[src/rtl/tslru_pkg.sv]
// Shared types and constants for the thumbnail slot cache with LRU replacement.
// Used by tslru_cell and thumbnail_slot_cache_lru_core; no other dependencies.
package tslru_pkg;

    localparam int ENTRIES = 32;
    localparam int IDX_W   = $clog2(ENTRIES);
    localparam int STAMP_W = 32;
    localparam int KEY_W   = 16;
    localparam int FRAME_W = 24;
    localparam int ACT_W   = 2;

    // Action codes carried on the input tuser
    localparam logic [ACT_W-1:0] ACT_REQUEST  = 2'd0;
    localparam logic [ACT_W-1:0] ACT_COMPLETE = 2'd1;
    localparam logic [ACT_W-1:0] ACT_LOOKUP   = 2'd2;

    typedef enum logic [1:0] {
        ST_EMPTY   = 2'd0,
        ST_PENDING = 2'd1,
        ST_READY   = 2'd2,
        ST_FAILED  = 2'd3
    } status_t;

    typedef enum logic [1:0] {
        WR_REFRESH,
        WR_INSTALL,
        WR_STATUS
    } wr_op_t;

    typedef enum logic [1:0] {
        S_IDLE,
        S_SCAN,
        S_UPDATE
    } state_t;

    // Item under search, broadcast to every cell
    typedef struct packed {
        logic [ACT_W-1:0]   action;
        logic [KEY_W-1:0]   key;
        logic [FRAME_W-1:0] frame;
    } query_t;

    // Token handed from cell to cell during a scan
    typedef struct packed {
        logic               hit;
        logic [IDX_W-1:0]   hit_idx;
        logic               vic_valid;
        logic [IDX_W-1:0]   vic_idx;
        logic [STAMP_W-1:0] vic_stamp;
    } scan_t;

    // Write command broadcast to the cells at the end of a scan
    typedef struct packed {
        logic               en;
        wr_op_t             op;
        logic [IDX_W-1:0]   idx;
        logic [KEY_W-1:0]   key;
        logic [FRAME_W-1:0] frame;
        status_t            status;
        logic [STAMP_W-1:0] stamp;
    } wr_t;

endpackage

[src/rtl/tslru_cell.sv]
// One slot of the thumbnail cache: key, frame, status and last-use stamp,
// plus one stage of the scan chain. Depends on tslru_pkg.
module tslru_cell (
    input  logic                    clk,
    input  logic                    rst_n,
    input  logic [tslru_pkg::IDX_W-1:0] index,
    input  tslru_pkg::query_t       query,
    input  tslru_pkg::wr_t          wr,
    input  tslru_pkg::scan_t        scan_in,
    output tslru_pkg::scan_t        scan_out
);

    logic [tslru_pkg::KEY_W-1:0]   key_reg,    key_next;
    logic [tslru_pkg::FRAME_W-1:0] frame_reg,  frame_next;
    tslru_pkg::status_t            status_reg, status_next;
    logic [tslru_pkg::STAMP_W-1:0] stamp_reg,  stamp_next;
    tslru_pkg::scan_t              scan_reg,   scan_next;
    logic                          key_eq;
    logic                          hit_here;
    logic                          better_victim;

    // Match this slot against the query; lookups need a ready slot
    always_comb
    begin
        key_eq = (key_reg == query.key) && (frame_reg == query.frame);
        if (query.action == tslru_pkg::ACT_LOOKUP)
        begin
            hit_here = key_eq && (status_reg == tslru_pkg::ST_READY);
        end
        else
        begin
            hit_here = key_eq && (status_reg != tslru_pkg::ST_EMPTY);
        end
        better_victim = (status_reg != tslru_pkg::ST_PENDING) &&
                        (!scan_in.vic_valid || (stamp_reg < scan_in.vic_stamp));
    end

    // Advance the scan token: keep the first hit; until then, track the oldest non-pending slot
    always_comb
    begin
        scan_next = scan_in;
        if (!scan_in.hit)
        begin
            if (hit_here)
            begin
                scan_next.hit     = 1'b1;
                scan_next.hit_idx = index;
            end
            if (better_victim)
            begin
                scan_next.vic_valid = 1'b1;
                scan_next.vic_idx   = index;
                scan_next.vic_stamp = stamp_reg;
            end
        end
    end

    // Apply a write command addressed to this slot
    always_comb
    begin
        key_next    = key_reg;
        frame_next  = frame_reg;
        status_next = status_reg;
        stamp_next  = stamp_reg;
        if (wr.en && (wr.idx == index))
        begin
            unique case (wr.op)
                tslru_pkg::WR_REFRESH:
                begin
                    stamp_next = wr.stamp;
                end
                tslru_pkg::WR_INSTALL:
                begin
                    key_next    = wr.key;
                    frame_next  = wr.frame;
                    status_next = tslru_pkg::ST_PENDING;
                    stamp_next  = wr.stamp;
                end
                tslru_pkg::WR_STATUS:
                begin
                    status_next = wr.status;
                end
                default:
                begin
                    stamp_next = stamp_reg;
                end
            endcase
        end
    end

    always_ff @(posedge clk or negedge rst_n)
    begin
        if (!rst_n)
        begin
            key_reg    <= '0;
            frame_reg  <= '0;
            status_reg <= tslru_pkg::ST_EMPTY;
            stamp_reg  <= '0;
            scan_reg   <= '0;
        end
        else
        begin
            key_reg    <= key_next;
            frame_reg  <= frame_next;
            status_reg <= status_next;
            stamp_reg  <= stamp_next;
            scan_reg   <= scan_next;
        end
    end

    assign scan_out = scan_reg;

endmodule
[config.mk]
export PLATFORM = sky130hd
export DESIGN_NAME = tslru_cell
export DESIGN_NICKNAME = d
export VERILOG_FILES = /design/src/rtl/tslru_pkg.sv /design/src/rtl/tslru_cell.sv
export SDC_FILE = /design/constraint.sdc
export NUM_CORES = 1
export LEC_CHECK = 0
export ABC_AREA = 1
export BUFFER_PORTS_ARGS = -buffer_cell sky130_fd_sc_hd__buf_2
export CAP_MARGIN = 20
export CORE_ASPECT_RATIO = 1.5
export CORE_MARGIN = 1.5
export CORE_UTILIZATION = 50
export CTS_CLUSTER_DIAMETER = 80
export DETAILED_ROUTE_END_ITERATION = 10
export PLACE_DENSITY = 0.8
export SLEW_MARGIN = 20
export SYNTH_ARGS = -nofsm -noshare
export SYNTH_HDL_FRONTEND = slang
export SYNTH_SLANG_ARGS = --single-unit
[constraint.sdc]
create_clock -name clk -period 2 [get_ports clk]
set_input_delay 0.2 -clock clk [delete_from_list [all_inputs] [get_ports clk]]
set_output_delay 0.2 -clock clk [all_outputs]
set_load 0.05 [all_outputs]
# After elaboration in Yosys (flattened, before gate mapping)
# Cells that the tools add are included.
[totals] out_inout_bits=44 wordCells=37 in_bits=175 regBits=118
[classes] mux=5 reduce_logical=14 n_eq_ne=8 order_cmp=1
[op_table] operator="$mux 44" count=1
[op_table] operator="$mux 38" count=1
[op_table] operator="$lt 32x32->1" count=1
[op_table] operator="$eq 24x24->1" count=1
[op_table] operator="$eq 16x16->1" count=1
[op_table] operator="$eq 2x2->1 const B" count=3
[op_table] operator="$mux 6" count=1
[op_table] operator="$reduce_and 2->1" count=3
[op_table] operator="$eq 5x5->1" count=1
[op_table] operator="$logic_and 1x1->1" count=5
[op_table] operator="$pmux 2 s2" count=1
[op_table] operator="$reduce_bool 2->1" count=2
[op_table] operator="$eq 2x1->1 const B" count=1
[op_table] operator="$logic_not 2->1" count=1
[op_table] operator="$ne 2x1->1 const B" count=1
[op_table] operator="$reduce_or 2->1" count=1
[op_table] operator="$logic_not 1->1" count=1
[op_table] operator="$logic_or 1x1->1" count=1
[op_table] operator="$mux 1" count=1

# Depth between registers and ports, before layout
[depth] ltp_word=6 mapped_depth=17 depth_no_buf=16

# Least setup slack after synthesis
# No wires, ideal clock.
[synth_timing] path_type="register -> register" from="register stamp_reg[5] (netlist bit)" to="register scan_reg (netlist bit scan_out[10])" arrival_ns=1.624 t_required_ns=1.883 setup_ns=0.117 synth_period_minus_slack_ns=1.741 path_slack_ns=0.259 stages_incl_launch_ff=15 path_buffers=1 path_cell_list="dfrtp_1 -> ha_1 -> a21oi_1 -> nor2_1 -> nor3_1 -> nand2_1 -> nand2_1 -> nand2_1 -> nand2_1 -> nand2_1 -> nand2_1 -> nand2_2 -> buf_2 -> nand2_1 -> nand2_1"
[synth_lines] element="start, declared" line_no="tslru_cell.sv:16" text="logic [tslru_pkg::STAMP_W-1:0] stamp_reg, stamp_next;"
[synth_lines] element="start signal, assigned" line_no="tslru_cell.sv:106" text="stamp_reg <= stamp_next;"
[synth_lines] element="end signal, assigned" line_no="tslru_cell.sv:107" text="scan_reg <= scan_next;"
[synth_lines] element="end, declared" line_no="tslru_cell.sv:17" text="tslru_pkg::scan_t scan_reg, scan_next;"

==> metrics <==
gpl congestion=slightly above 0.8; DP Area=between 7000 and 8000 µm²; IO Port Bufs=approximately 220; Final Net Count=roughly 1,200; Vias/cell=around 5; Cell Rows=about 50; Crit path arrival time=around 2.3 ns; max_slew headroom=about two thirds; drt pass-1 iters=4; core area=roughly 12,000 µm²; initial antenna violation count=0; largest net degree at the start of global routing=46; TritonCTS buffer count=17; fin. max-slew vios=0; Clock power frac=between 30% and 40%; Sw Pwr=approximately 3 mW; status=complete, but fails checks; height of the die=approximately 140 µm; count leader, synth=nand2_1; Initial Util=51.36%; I/O Pins=between 200 and 250; combinational share of power=around 29%; sequential element share of the synthesized area=between 40% and 50%; Unique masters post-synth=30; layout cells sized above 1=a little under a third; Final ANT Viol Nets=0; Final Instance Area=between 8000 and 9000 µm²; Synth Flop Type=dfrtp_1; Synth top cells by count=238 x nand2_1, 118 x dfrtp_1, 94 x inv_1; FF+latch count, synth=about 120; Clock transition at path regs=about 0.060 ns; switching share of power=roughly a third; Fin Clk Skew=0.009266 ns; Post-synth ARST share=100.0%; EDFF count, synth=0; post-route minimum period=about 2.0 ns; via count=roughly 5,800; Mapped Cells=742; final hold violations=0; n_diodes=0; VDD IR max=around 0.70 mV; P_int=about 5.9 mW; Worst Tran Pin Value=approximately 0.52 ns; CP endpoint kind=register; grt total ovfl=0; CTS tree=built; clk_lat worst skew=roughly 0.40 ns; top cell type's share of synthesized area=between 40 and 50%; Fill cells=930; static leakage=roughly 4.8 nW; Clock Sinks=around 120; Syn Nets=around 950; RSZ-0062 raised after global routing=true; failing checks=setup timing; Power Dens Cells=between 1000 and 1500 nW/µm²; half-perimeter wire length after placement=roughly 12 mm; Setup CP Type=reg -> reg; drc violations=0; Max Clock Freq=about 500 MHz; worst hold path type=in -> reg; number of global-route vias before repair=around 5,800; final WL=17.19 mm; Startpoint Class=register; Critical Path Fanout Max=8; Placement Setup Slack=0.04167 ns; clock buffer depth=2; largest cells by area after synthesis=dfrtp_1 48%, nand2_1 15%, ha_1 6.9%, nand3_1 6.2%, inv_1 5.7%; Flop pwr share=a little over a third; clk root buf=clkbuf_16; Total GRT Usage=a little over a quarter; final setup vio count=1; Synth-to-Final Area Change=37.29%; first-pass GRT wire length=between 20 and 30 mm; max reg flops=44; syn avg cell area=8.274 µm²; Setup WS post-layout=-0.006718 ns; full die area=between 10,000 and 15,000 µm²; post-synth top area cell=dfrtp_1; max capacitance violation total=0; synth warn=0; H-tree levels=4; overall die width=93.48 µm; DR WL/cell=between 10 and 15 µm; post-route clock period utilization=100.3%; worst path required time=about 2.3 ns; Synth Cell Area=6140 µm²; initial DRC count=roughly 250
[kinds of logic (layout without fill, tap and decap cells)]
family,after synthesis,after routing,synth area share (%)
compound gates,70,70,6.379
xor+xnor,32,32,4.565
simple gates,364,364,25.05
buf+inv,124,384,8.987
fa+ha+maj,34,34,6.929
flops,118,118,48.09
[placed cells by master (no fill, tap or decap), drive strengths merged]
| master | count |
|---|---|
| ha | 34 |
| nand3 | 76 |
| clkinvlp | 1 |
| or2 | 1 |
| clkbuf | 23 |
| dlygate4sd3 | 14 |
| xor2 | 6 |
| dfrtp | 118 |
| o21ai | 41 |
| bufinv | 4 |
| a21oi | 23 |
| a22o | 1 |
| buf | 243 |
| nand3b | 1 |
| nand2 | 240 |
| o21a | 1 |
| xnor2 | 26 |
| o22ai | 4 |
| nor3 | 5 |
| inv | 95 |
| nor2 | 26 |
| nand4 | 15 |
| clkinv | 4 |
[path summary, 6_finish.rpt]
path                               start       endpoint  slack [ns]  cells after the start
max reg2reg                 stamp_reg[4]    scan_out[3]      -0.007                     14
min                          scan_in[19]   scan_out[19]        0.01                      3
min reg2reg                frame_reg[16]  frame_reg[16]        0.49                      2
min in group asynchronous          rst_n   scan_out[38]        0.30                      2
max                         stamp_reg[4]    scan_out[3]      -0.007                     14
max in group asynchronous          rst_n    scan_out[6]        1.08                      3
[per-stage QoR]
stage / setup TNS, ns / power (mW) / util [%] / hold slack (ns) / cells
floorplan: 0 / 4.678 / - / -0.09559 / 742
global placement: 0 / 5.402 / 62.31 / 0.1969 / 1105
detailed placement: 0 / 5.471 / 62.31 / 0.1937 / 1105
CTS: 0 / 8.711 / 68.55 / 0.00005843 / 1149
global route: -3.111 / 9.327 / 70.51 / 0.003188 / 1155
finish: -0.006718 / 8.891 / 70.51 / 0.01060 / 1155
[per-layer routing]
layer / track usage (%) / vias to the layer above / routed length, µm / part of all wire [%]
met5: 0 / - / 0 / 0
met4: 10.77 / 0 / 458 / 2.7
met3: 5.976 / 38 / 957 / 5.6
met2: 48.82 / 214 / 9467 / 55
met1: 27.75 / 2660 / 6303 / 37
li1: - / 2848 / - / -
[power groups by stage]
stage               sequential [mW]  clock (mW)  combinational, mW
detailed placement             3.14           0               2.33
CTS                            3.11        3.24               2.36
finish                         3.12        3.20               2.57
floorplan                      3.69           0              0.988
global route                   3.16        3.36               2.81
global placement               3.13           0               2.27
[timing repair]
item | CTS | global route
endpoints found under the setup margin | 0 | 37
buffers inserted | 0 | 2
hold buffers | 12 | 2
endpoints found under the hold margin | 42 | 2
gates resized for setup | 0 | 47
[cell type report]
type	count	area (µm²)	share of cell area, %
multi-input cells	500	2819	33.44
repair buffers	257	1484	17.60
well taps	153	191.4	2.271
clock inverters	9	147.6	1.752
flip-flops and latches	118	2953	35.03
clock buffers	23	478.0	5.670
inverters	95	356.6	4.230
[worst max-delay path: stages (launching register included)]
cell and delay (ns):
dfrtp_1 0.41, ha_1 0.23, a21oi_4 0.17, nor2_2 0.05
nor3_2 0.18, nand2_2 0.09, nand2_1 0.06, nand2_1 0.05
nand2_1 0.07, nand2_2 0.08, nand2_4 0.12, nand2_8 0.09
buf_6 0.16, nand2_1 0.08, nand2_1 0.06
No activity file was read; power rests on OpenSTA's default activity.
